==> src/gmdc_pkg.sv <==
// Shared types and constants for the grid maze carver.
package gmdc_pkg;

  localparam int unsigned CoordW = 4;
  localparam int unsigned CellW  = 3;

  localparam int unsigned CellTop  = 0;
  localparam int unsigned CellLeft = 1;
  localparam int unsigned CellVis  = 2;

  localparam logic [CellW-1:0] CellFresh = 3'b011;

  typedef enum logic [1:0] {
    OP_START   = 2'd0,
    OP_ADVANCE = 2'd1,
    OP_READ    = 2'd2
  } op_e;

  typedef enum logic [1:0] {
    DIR_UP    = 2'd0,
    DIR_DOWN  = 2'd1,
    DIR_LEFT  = 2'd2,
    DIR_RIGHT = 2'd3
  } dir_e;

  typedef enum logic [2:0] {
    ST_CARVED   = 3'd0,
    ST_REJECTED = 3'd1,
    ST_FINISHED = 3'd2,
    ST_READ     = 3'd3,
    ST_IGNORED  = 3'd4
  } status_e;

  typedef struct packed {
    logic [1:0]        operation;
    logic [CoordW-1:0] cell_x;
    logic [CoordW-1:0] cell_y;
    logic [1:0]        random_draw;
  } in_item_t;

  typedef struct packed {
    logic [2:0]        status;
    logic [CoordW-1:0] from_x;
    logic [CoordW-1:0] from_y;
    logic [1:0]        carve_direction;
    logic              wall_top;
    logic              wall_bottom;
    logic              wall_left;
    logic              wall_right;
  } out_item_t;

endpackage

==> src/gmdc_ram.sv <==
// Generic single-write, single-read RAM with registered read data.
module gmdc_ram #(
  parameter int unsigned Width = 8,
  parameter int unsigned Depth = 256
) (
  input  logic                     clk_i,
  input  logic                     we_i,
  input  logic [$clog2(Depth)-1:0] waddr_i,
  input  logic [Width-1:0]         wdata_i,
  input  logic [$clog2(Depth)-1:0] raddr_i,
  output logic [Width-1:0]         rdata_o
);

  logic [Width-1:0] mem_q [Depth];
  logic [Width-1:0] rdata_q;

  always_ff @(posedge clk_i) begin
    if (we_i) begin
      mem_q[waddr_i] <= wdata_i;
    end
    rdata_q <= mem_q[raddr_i];
  end

  assign rdata_o = rdata_q;

endmodule

==> src/grid_maze_dfs_carver_top.sv <==
// Top level of the depth-first grid maze carver.
//
// Carves a GRID_SIDE x GRID_SIDE maze by randomised depth-first search; one result
// item per input item, one item in flight at a time. The cell store and the path
// stack are single-port-per-side RAMs and a small sequencer walks them. After
// reset the block runs a clearing pass over all 4**ceil(log2(GRID_SIDE)) cell
// store entries (256 for a 16x16 grid) before it takes an item. A start item
// reruns that pass, then marks its cell visited and pushes it on the path stack.
// A read item reads the cell and its neighbours below and to the right; an advance
// while idle or an unused code goes straight to the output step. An advance item
// scans the four neighbours through the cell store read port, then carves, rejects
// its draw, or pops a cell and scans again while backtracking; it finishes once the
// stack is empty. A result that waits to be taken holds the sequencer in its
// output step.
module grid_maze_dfs_carver_top
  import gmdc_pkg::*;
#(
  parameter int unsigned GRID_SIDE = 16
) (
  input  logic      clk_i,
  input  logic      rst_ni,
  input  logic      in_valid_i,
  output logic      in_ready_o,
  input  in_item_t  in_item_i,
  output logic      out_valid_o,
  input  logic      out_ready_i,
  output out_item_t out_item_o
);

  localparam int unsigned CW       = (GRID_SIDE > 1) ? $clog2(GRID_SIDE) : 1;
  localparam int unsigned AW       = 2 * CW;
  localparam int unsigned CellNum  = 1 << AW;
  localparam int unsigned StackCap = GRID_SIDE * GRID_SIDE + 1;
  localparam int unsigned SAW      = $clog2(StackCap);
  localparam int unsigned DW       = $clog2(StackCap + 1);
  localparam logic [CW-1:0] MaxC   = CW'(GRID_SIDE - 1);

  typedef enum logic [3:0] {
    S_CLEAR, S_IDLE, S_START, S_ADV, S_SCAN, S_DECIDE,
    S_POP, S_CARVE_N, S_CARVE_C, S_READ, S_EMIT
  } state_e;

  state_e          state_q;
  logic [AW-1:0]   clr_q;
  logic            start_pend_q;
  logic [DW-1:0]   depth_q;
  logic [CW-1:0]   here_x_q, here_y_q;
  logic            active_q;
  logic [CW-1:0]   cx_q, cy_q;
  logic [1:0]      draw_q;
  logic [2:0]      cnt_q;
  logic [3:0]      open_q;
  out_item_t       res_q, out_q;
  logic            out_valid_q;
  out_item_t       res_init;

  logic            cell_we;
  logic [AW-1:0]   cell_waddr, cell_raddr;
  logic [CellW-1:0] cell_wdata, cell_rdata;
  logic            stk_we;
  logic [SAW-1:0]  stk_waddr, stk_raddr;
  logic [AW-1:0]   stk_wdata, stk_rdata;

  logic [AW-1:0]   here_addr, draw_addr, scan_addr;
  logic [1:0]      prev_dir;
  logic            prev_ok;

  function automatic logic [CW-1:0] clamp(input logic [CoordW-1:0] v);
    if (int'(v) >= int'(GRID_SIDE)) begin
      return MaxC;
    end
    return CW'(v);
  endfunction

  function automatic logic nbr_ok(input logic [CW-1:0] x, input logic [CW-1:0] y,
                                  input logic [1:0] d);
    logic ok;
    case (d)
      DIR_UP:   ok = (y != '0);
      DIR_DOWN: ok = (y != MaxC);
      DIR_LEFT: ok = (x != '0);
      default:  ok = (x != MaxC);
    endcase
    return ok;
  endfunction

  function automatic logic [AW-1:0] nbr_addr(input logic [CW-1:0] x, input logic [CW-1:0] y,
                                             input logic [1:0] d);
    logic [CW-1:0] nx, ny;
    nx = x;
    ny = y;
    case (d)
      DIR_UP:   ny = y - CW'(1);
      DIR_DOWN: ny = y + CW'(1);
      DIR_LEFT: nx = x - CW'(1);
      default:  nx = x + CW'(1);
    endcase
    return {ny, nx};
  endfunction

  assign here_addr = {here_y_q, here_x_q};
  assign draw_addr = nbr_addr(here_x_q, here_y_q, draw_q);
  assign scan_addr = nbr_addr(here_x_q, here_y_q, cnt_q[1:0]);
  assign prev_dir  = cnt_q[1:0] - 2'd1;
  assign prev_ok   = nbr_ok(here_x_q, here_y_q, prev_dir);

  always_comb begin
    res_init        = '0;
    res_init.status = ST_IGNORED;
  end

  // memory port steering
  always_comb begin
    cell_we    = 1'b0;
    cell_waddr = clr_q;
    cell_wdata = CellFresh;
    cell_raddr = here_addr;
    stk_we     = 1'b0;
    stk_waddr  = depth_q[SAW-1:0];
    stk_wdata  = here_addr;
    stk_raddr  = SAW'(depth_q - DW'(1));
    case (state_q)
      S_CLEAR: begin
        cell_we = 1'b1;
      end
      S_START: begin
        cell_we    = 1'b1;
        cell_waddr = {cy_q, cx_q};
        cell_wdata = CellFresh | (CellW'(1) << CellVis);
        stk_we     = 1'b1;
        stk_waddr  = '0;
        stk_wdata  = {cy_q, cx_q};
      end
      S_SCAN: begin
        cell_raddr = scan_addr;
      end
      S_DECIDE: begin
        cell_raddr = draw_addr;
      end
      S_CARVE_N: begin
        cell_we    = 1'b1;
        cell_waddr = draw_addr;
        cell_wdata = cell_rdata | (CellW'(1) << CellVis);
        if (draw_q == DIR_DOWN) begin
          cell_wdata[CellTop] = 1'b0;
        end
        if (draw_q == DIR_RIGHT) begin
          cell_wdata[CellLeft] = 1'b0;
        end
        stk_we     = (int'(depth_q) < int'(StackCap));
        cell_raddr = here_addr;
      end
      S_CARVE_C: begin
        cell_we    = 1'b1;
        cell_waddr = here_addr;
        cell_wdata = cell_rdata;
        if (draw_q == DIR_UP) begin
          cell_wdata[CellTop] = 1'b0;
        end else begin
          cell_wdata[CellLeft] = 1'b0;
        end
      end
      S_READ: begin
        case (cnt_q)
          3'd0:    cell_raddr = {cy_q, cx_q};
          3'd1:    cell_raddr = {cy_q + CW'(1), cx_q};
          default: cell_raddr = {cy_q, cx_q + CW'(1)};
        endcase
      end
      default: begin
      end
    endcase
  end

  gmdc_ram #(.Width(CellW), .Depth(CellNum)) u_cell_ram (
    .clk_i   (clk_i),
    .we_i    (cell_we),
    .waddr_i (cell_waddr),
    .wdata_i (cell_wdata),
    .raddr_i (cell_raddr),
    .rdata_o (cell_rdata)
  );

  gmdc_ram #(.Width(AW), .Depth(StackCap)) u_stack_ram (
    .clk_i   (clk_i),
    .we_i    (stk_we),
    .waddr_i (stk_waddr),
    .wdata_i (stk_wdata),
    .raddr_i (stk_raddr),
    .rdata_o (stk_rdata)
  );

  always_ff @(posedge clk_i or negedge rst_ni) begin
    if (!rst_ni) begin
      state_q      <= S_CLEAR;
      clr_q        <= '0;
      start_pend_q <= 1'b0;
      depth_q      <= '0;
      here_x_q     <= '0;
      here_y_q     <= '0;
      active_q     <= 1'b0;
      cx_q         <= '0;
      cy_q         <= '0;
      draw_q       <= '0;
      cnt_q        <= '0;
      open_q       <= '0;
      res_q        <= '0;
      out_q        <= '0;
      out_valid_q  <= 1'b0;
    end else begin
      if (out_valid_q && out_ready_i && state_q != S_EMIT) begin
        out_valid_q <= 1'b0;
      end
      case (state_q)
        S_CLEAR: begin
          clr_q <= clr_q + AW'(1);
          if (clr_q == '1) begin
            state_q <= start_pend_q ? S_START : S_IDLE;
          end
        end
        S_IDLE: begin
          if (in_valid_i) begin
            cx_q   <= clamp(in_item_i.cell_x);
            cy_q   <= clamp(in_item_i.cell_y);
            draw_q <= in_item_i.random_draw;
            cnt_q  <= '0;
            res_q  <= res_init;
            case (in_item_i.operation)
              OP_START: begin
                start_pend_q <= 1'b1;
                clr_q        <= '0;
                state_q      <= S_CLEAR;
              end
              OP_ADVANCE: state_q <= active_q ? S_ADV : S_EMIT;
              OP_READ:    state_q <= S_READ;
              default:    state_q <= S_EMIT;
            endcase
          end
        end
        S_START: begin
          start_pend_q <= 1'b0;
          depth_q      <= DW'(1);
          here_x_q     <= cx_q;
          here_y_q     <= cy_q;
          active_q     <= 1'b1;
          res_q.from_x <= CoordW'(cx_q);
          res_q.from_y <= CoordW'(cy_q);
          state_q      <= S_EMIT;
        end
        S_ADV: begin
          cnt_q <= '0;
          if (depth_q == '0) begin
            active_q     <= 1'b0;
            res_q.status <= ST_FINISHED;
            res_q.from_x <= CoordW'(here_x_q);
            res_q.from_y <= CoordW'(here_y_q);
            state_q      <= S_EMIT;
          end else begin
            state_q <= S_SCAN;
          end
        end
        S_SCAN: begin
          if (cnt_q != '0) begin
            open_q[prev_dir] <= prev_ok && !cell_rdata[CellVis];
          end
          cnt_q <= cnt_q + 3'd1;
          if (cnt_q == 3'd4) begin
            state_q <= S_DECIDE;
          end
        end
        S_DECIDE: begin
          if (open_q == '0) begin
            depth_q <= depth_q - DW'(1);
            state_q <= S_POP;
          end else if (open_q[draw_q]) begin
            state_q <= S_CARVE_N;
          end else begin
            res_q.status          <= ST_REJECTED;
            res_q.from_x          <= CoordW'(here_x_q);
            res_q.from_y          <= CoordW'(here_y_q);
            res_q.carve_direction <= draw_q;
            state_q               <= S_EMIT;
          end
        end
        S_POP: begin
          here_x_q <= stk_rdata[CW-1:0];
          here_y_q <= stk_rdata[AW-1:CW];
          state_q  <= S_ADV;
        end
        S_CARVE_N: begin
          if (int'(depth_q) < int'(StackCap)) begin
            depth_q <= depth_q + DW'(1);
          end
          res_q.status          <= ST_CARVED;
          res_q.from_x          <= CoordW'(here_x_q);
          res_q.from_y          <= CoordW'(here_y_q);
          res_q.carve_direction <= draw_q;
          if (draw_q[0]) begin
            here_x_q <= draw_addr[CW-1:0];
            here_y_q <= draw_addr[AW-1:CW];
            state_q  <= S_EMIT;
          end else begin
            state_q <= S_CARVE_C;
          end
        end
        S_CARVE_C: begin
          here_x_q <= draw_addr[CW-1:0];
          here_y_q <= draw_addr[AW-1:CW];
          state_q  <= S_EMIT;
        end
        S_READ: begin
          cnt_q        <= cnt_q + 3'd1;
          res_q.status <= ST_READ;
          res_q.from_x <= CoordW'(cx_q);
          res_q.from_y <= CoordW'(cy_q);
          case (cnt_q)
            3'd0: begin
            end
            3'd1: begin
              res_q.wall_top  <= cell_rdata[CellTop];
              res_q.wall_left <= cell_rdata[CellLeft];
            end
            3'd2: begin
              res_q.wall_bottom <= (cy_q == MaxC) ? 1'b1 : cell_rdata[CellTop];
            end
            default: begin
              res_q.wall_right <= (cx_q == MaxC) ? 1'b1 : cell_rdata[CellLeft];
              state_q          <= S_EMIT;
            end
          endcase
        end
        S_EMIT: begin
          if (!out_valid_q || out_ready_i) begin
            out_q       <= res_q;
            out_valid_q <= 1'b1;
            state_q     <= S_IDLE;
          end
        end
        default: state_q <= S_IDLE;
      endcase
    end
  end

  assign in_ready_o  = (state_q == S_IDLE);
  assign out_valid_o = out_valid_q;
  assign out_item_o  = out_q;

endmodule
==> config.mk <==
export PLATFORM = sky130hd
export DESIGN_NAME = grid_maze_dfs_carver_top
export DESIGN_NICKNAME = d
export VERILOG_FILES = /design/src/gmdc_pkg.sv /design/src/gmdc_ram.sv /design/src/grid_maze_dfs_carver_top.sv
export SDC_FILE = /design/constraint.sdc
export NUM_CORES = 2
export LEC_CHECK = 0
export BUFFER_PORTS_ARGS = -buffer_cell sky130_fd_sc_hd__buf_2
export CAP_MARGIN = 10
export CORE_MARGIN = 2
export CORE_UTILIZATION = 57
export DETAILED_ROUTE_END_ITERATION = 10
export GPL_TIMING_DRIVEN = 0
export PLACE_DENSITY = 0.73
export SETUP_SLACK_MARGIN = 0.4
export SYNTH_ARGS = -nofsm -noshare
export SYNTH_HDL_FRONTEND = slang
export SYNTH_SLANG_ARGS = --single-unit
export TNS_END_PERCENT = 5
==> constraint.sdc <==
create_clock -name clk_i -period 37.2 [get_ports clk_i]
set_input_delay 1.86 -clock clk_i [delete_from_list [all_inputs] [get_ports clk_i]]
set_output_delay 1.86 -clock clk_i [all_outputs]
set_load 0.01 [all_outputs]
==> flow_metrics.env <==
export IMPL_status="finished, violations left"
export IMPL_violations="DRC"
export IMPL_grt_pass1_vias=66600
export IMPL_dr_total_vias=68500
export IMPL_crit_path_start_kind="register"
export IMPL_drv_slew=0
export IMPL_yosys_warnings=0
export IMPL_post_cts_setup_buffer_count=0
export IMPL_clock_skew_ps=91.3
export IMPL_antenna_left=0
export IMPL_syn_avg_cell_area_um2=17.9
export IMPL_grt_total_usage_pct=32.6
export IMPL_ir_drop_v=0.0000669
export IMPL_final_cell_mix="2,824 x edfxtp_1, 680 x nand2_1, 641 x mux4_2"
export IMPL_crit_chain="buf_2, buf_6, buf_2, inv_1, ha_1, buf_2, clkbuf_1, buf_1, clkbuf_1, mux4_2, mux4_2, a211oi_1, a31oi_1, a21oi_1, a21oi_1, mux2_2"
export IMPL_synth_area_leaders="edfxtp_1 72%, mux4_2 12%, nand2_1 2.2%, nor2_1 1.9%, dfrtp_1 1.8%"
export IMPL_slew_headroom_pct=4.32
export IMPL_report_final_setup_viol=0
export IMPL_maxCapViolations=0
export IMPL_synthArstFlopShare_pct=2.84
export IMPL_die_area_um2=209000
export IMPL_reg2reg_depth=16
export IMPL_grt_antenna_before_repair=19
export IMPL_synthAdderAreaFrac_pct=0.160
export IMPL_clockBufferDepth=4
export IMPL_numCtsBuffers=306
export IMPL_num_rows=166
export IMPL_post_cts_resized=0
export IMPL_cp_slowest_cell="a211oi_1"
export IMPL_htree_levels=5
export IMPL_clock_sinks=2918
export IMPL_critPathArrivalTime_ps=8650
export IMPL_post_route_period_util_pct=21.0
export IMPL_p_leak_nw=42.6
export IMPL_drive_gt1_share_pct=20.3
export IMPL_cts_tree="built"
export IMPL_path_common_cell="buf_2"
export IMPL_synthXorXnorAreaFrac_pct=0.165
export IMPL_total_power_mw=12.9
export IMPL_grt_pass1_wl_um=482000
export IMPL_cts_root_buffer_cell="clkbuf_16"
export IMPL_synth_seq_cells=2918
export IMPL_grt_overflow_total=0
export IMPL_ioPinCount=35
export IMPL_required_ps=38030
export IMPL_die_w_um=457
export IMPL_clock_fmax_ghz=0.128
export IMPL_hold_violations=0
export IMPL_vias_per_cell=6.95
export IMPL_port_buffer_count=33
export IMPL_syn_num_nets=6556
export IMPL_start_util_pct=57.3
export IMPL_synth_area_um2=117000
export IMPL_synth_edf_count=2824
export IMPL_min_path_cells=1
export IMPL_synth_mux_area_share_pct=13.2
export IMPL_core_area_um2=204000
export IMPL_max_stage_delay_ps=970
export IMPL_synth_compound_area_share_pct=4.34
export IMPL_worstMarginPinSlew_ps=1440
export IMPL_synth_top_area_share_pct=72.5
export IMPL_cp_max_fo=10
export IMPL_hold_class="reg -> reg"
export IMPL_yosys_most_used_dff="edfxtp_1"
export IMPL_dieHeight_um=457
export IMPL_yosys_area_share_simple_pct=5.82
export IMPL_place_congestion=0.985
export IMPL_wirelength_um=341000
export IMPL_post_dp_hpwl_um=222000
export IMPL_synth_cell_types=88
export IMPL_cts_hold_buf=0
export IMPL_worst_setup_path_type="reg -> reg"
export IMPL_clkLatencyLatePin_ps=970
export IMPL_yosys_area_top_type="edfxtp_1"
export IMPL_fin_util_pct=64.5
export IMPL_powerDensity_nw_per_um2=97.6
export IMPL_areaGrowthSynthToFinish_pct=12.7
export IMPL_drt_iter0_markers=12600
export IMPL_final_common_cell="edfxtp_1"
export IMPL_setup_tns_ps=0
export IMPL_drc=2
export IMPL_grt_max_degree=95
export IMPL_netlist_instances=6525
export IMPL_dr_pass1_iters=11
export IMPL_clk_pin_slew_ps=60
export IMPL_yosysSeqAreaShare_pct=74.4
export IMPL_synth_top_family_by_area="multiplexers"
export IMPL_worstSetupEndpointType="register"
export IMPL_grt_setup_unrepaired="no"
export IMPL_nNetsFinal=6964
export IMPL_min_period_ps=7820
export IMPL_wl_per_cell_um=34.6
## final timing paths
path	start	endpoint	slack [ps]
max	depth_q[0]$_DFFE_PN0P_	u_stack_ram.rdata_o[1]$_DFF_P_	29380
min	u_stack_ram.mem_q[256][3]$_DFFE_PP_	u_stack_ram.rdata_o[3]$_DFF_P_	480
max reg2reg	depth_q[0]$_DFFE_PN0P_	u_stack_ram.rdata_o[1]$_DFF_P_	29380
min reg2reg	u_stack_ram.mem_q[256][3]$_DFFE_PP_	u_stack_ram.rdata_o[3]$_DFF_P_	480
max in group asynchronous	rst_ni	depth_q[0]$_DFFE_PN0P_	35690
min in group asynchronous	rst_ni	out_item_o[14]$_DFFE_PN0P_	840
## synthesized netlist by cell type, drive strengths merged, types with 6 or more instances
cell / n
edfxtp: 2824
nand2: 685
mux4: 641
nor2: 605
buf: 230
a21oi: 209
clkbuf: 208
and3: 131
a31oi: 116
a211oi: 100
dfrtp: 83
a22oi: 79
nand3: 79
o21ai: 65
mux2i: 64
a221oi: 38
mux2: 38
a311oi: 28
inv: 27
nor3: 27
a32oi: 25
nand2b: 17
xnor2: 16
ha: 15
o31ai: 15
o22ai: 14
nor2b: 13
dfxtp: 11
and2: 9
a21o: 8
a221o: 8
nand4: 7
or3: 7
a311o: 6
xor2: 6
## metrics by stage
| stage | instance area, µm² | std cells | hold WS, ps | worst slack (ps) |
|---|---|---|---|---|
| after detailed placement | 122000 | 9310 | 456 | 29940 |
| after global placement | 121000 | 9246 | 462 | 10570 |
| final | 132000 | 9854 | 477 | 29380 |
| after global routing | 132000 | 9838 | 486 | 29550 |
| after CTS | 132000 | 9834 | 476 | 29870 |
| after floorplan | 117000 | 6525 | 449 | 23920 |
## flip-flops by register name (all words and copies together), names as in the netlist, 2 cells and up
| signal | flops |
|---|---|
| cx_q | 4 |
| here_y_q | 4 |
| u_cell_ram.mem_q | 768 |
| out_item_o | 17 |
| state_q | 4 |
| open_q | 4 |
| res_q | 17 |
| clr_q | 8 |
| u_stack_ram.mem_q | 2056 |
| u_stack_ram.rdata_o | 8 |
| u_cell_ram.rdata_o | 3 |
| cy_q | 4 |
| depth_q | 9 |
| here_x_q | 4 |
| draw_q | 2 |
| cnt_q | 3 |
## layout make-up
| class | count | area, µm² |
|---|---|---|
| Tap cell | 2688 | 3360 |
| Clock inverter | 155 | 1580 |
| Sequential cell | 2918 | 87100 |
| Inverter | 27 | 101 |
| Multi-Input combinational cell | 3142 | 27900 |
| Clock buffer | 369 | 8100 |
| Antenna cell | 17 | 42.5 |
| Buffer | 438 | 2090 |
| Fill cell | 13500 | 72500 |
| Timing Repair Buffer | 100 | 1630 |
## cells by family (layout without fill, tap and decap cells)
logic type                 Yosys count  after routing
adders and majority gates           15             15
muxes                              743            743
AOI/OAI and AO/OA                  752            752
other                                0             17
and+or+nand+nor                   1610           1610
DFF                               2918           2918
xor gates and xnor gates            22             22
buffers and inverters              465           1089
## where the power goes
| group | internal (mW) | switching (mW) | total [mW] |
|---|---|---|---|
| Sequential | 4.31 | 0.0526 | 4.36 |
| Clock | 1.77 | 1.25 | 3.02 |
| Combinational | 1.76 | 3.73 | 5.49 |
| Total | 7.83 | 5.04 | 12.9 |
## worst max-delay path, delay by kind of cell, from the launching register on
family / cells / cell delay [ps]
flip-flops: 1 / 450
multiplexers: 3 / 1350
buffers and inverters: 8 / 4020
AO/OA/AOI/OAI: 4 / 1480
adder cells (fa/ha/maj): 1 / 380
## routing by layer
| layer | up-vias | global-route usage, % | routed length [µm] | part of all wire (%) |
|---|---|---|---|---|
| li1 | 26900 | - | - | - |
| met1 | 34900 | 44.9 | 121000 | 36 |
| met2 | 5626 | 47.9 | 153000 | 45 |
| met3 | 1052 | 9.99 | 48000 | 14 |
| met4 | 22 | 15.7 | 18700 | 5.5 |
| met5 | - | 0 | 159 | 0.047 |
Note: power is estimated with default switching activity, not from simulation.
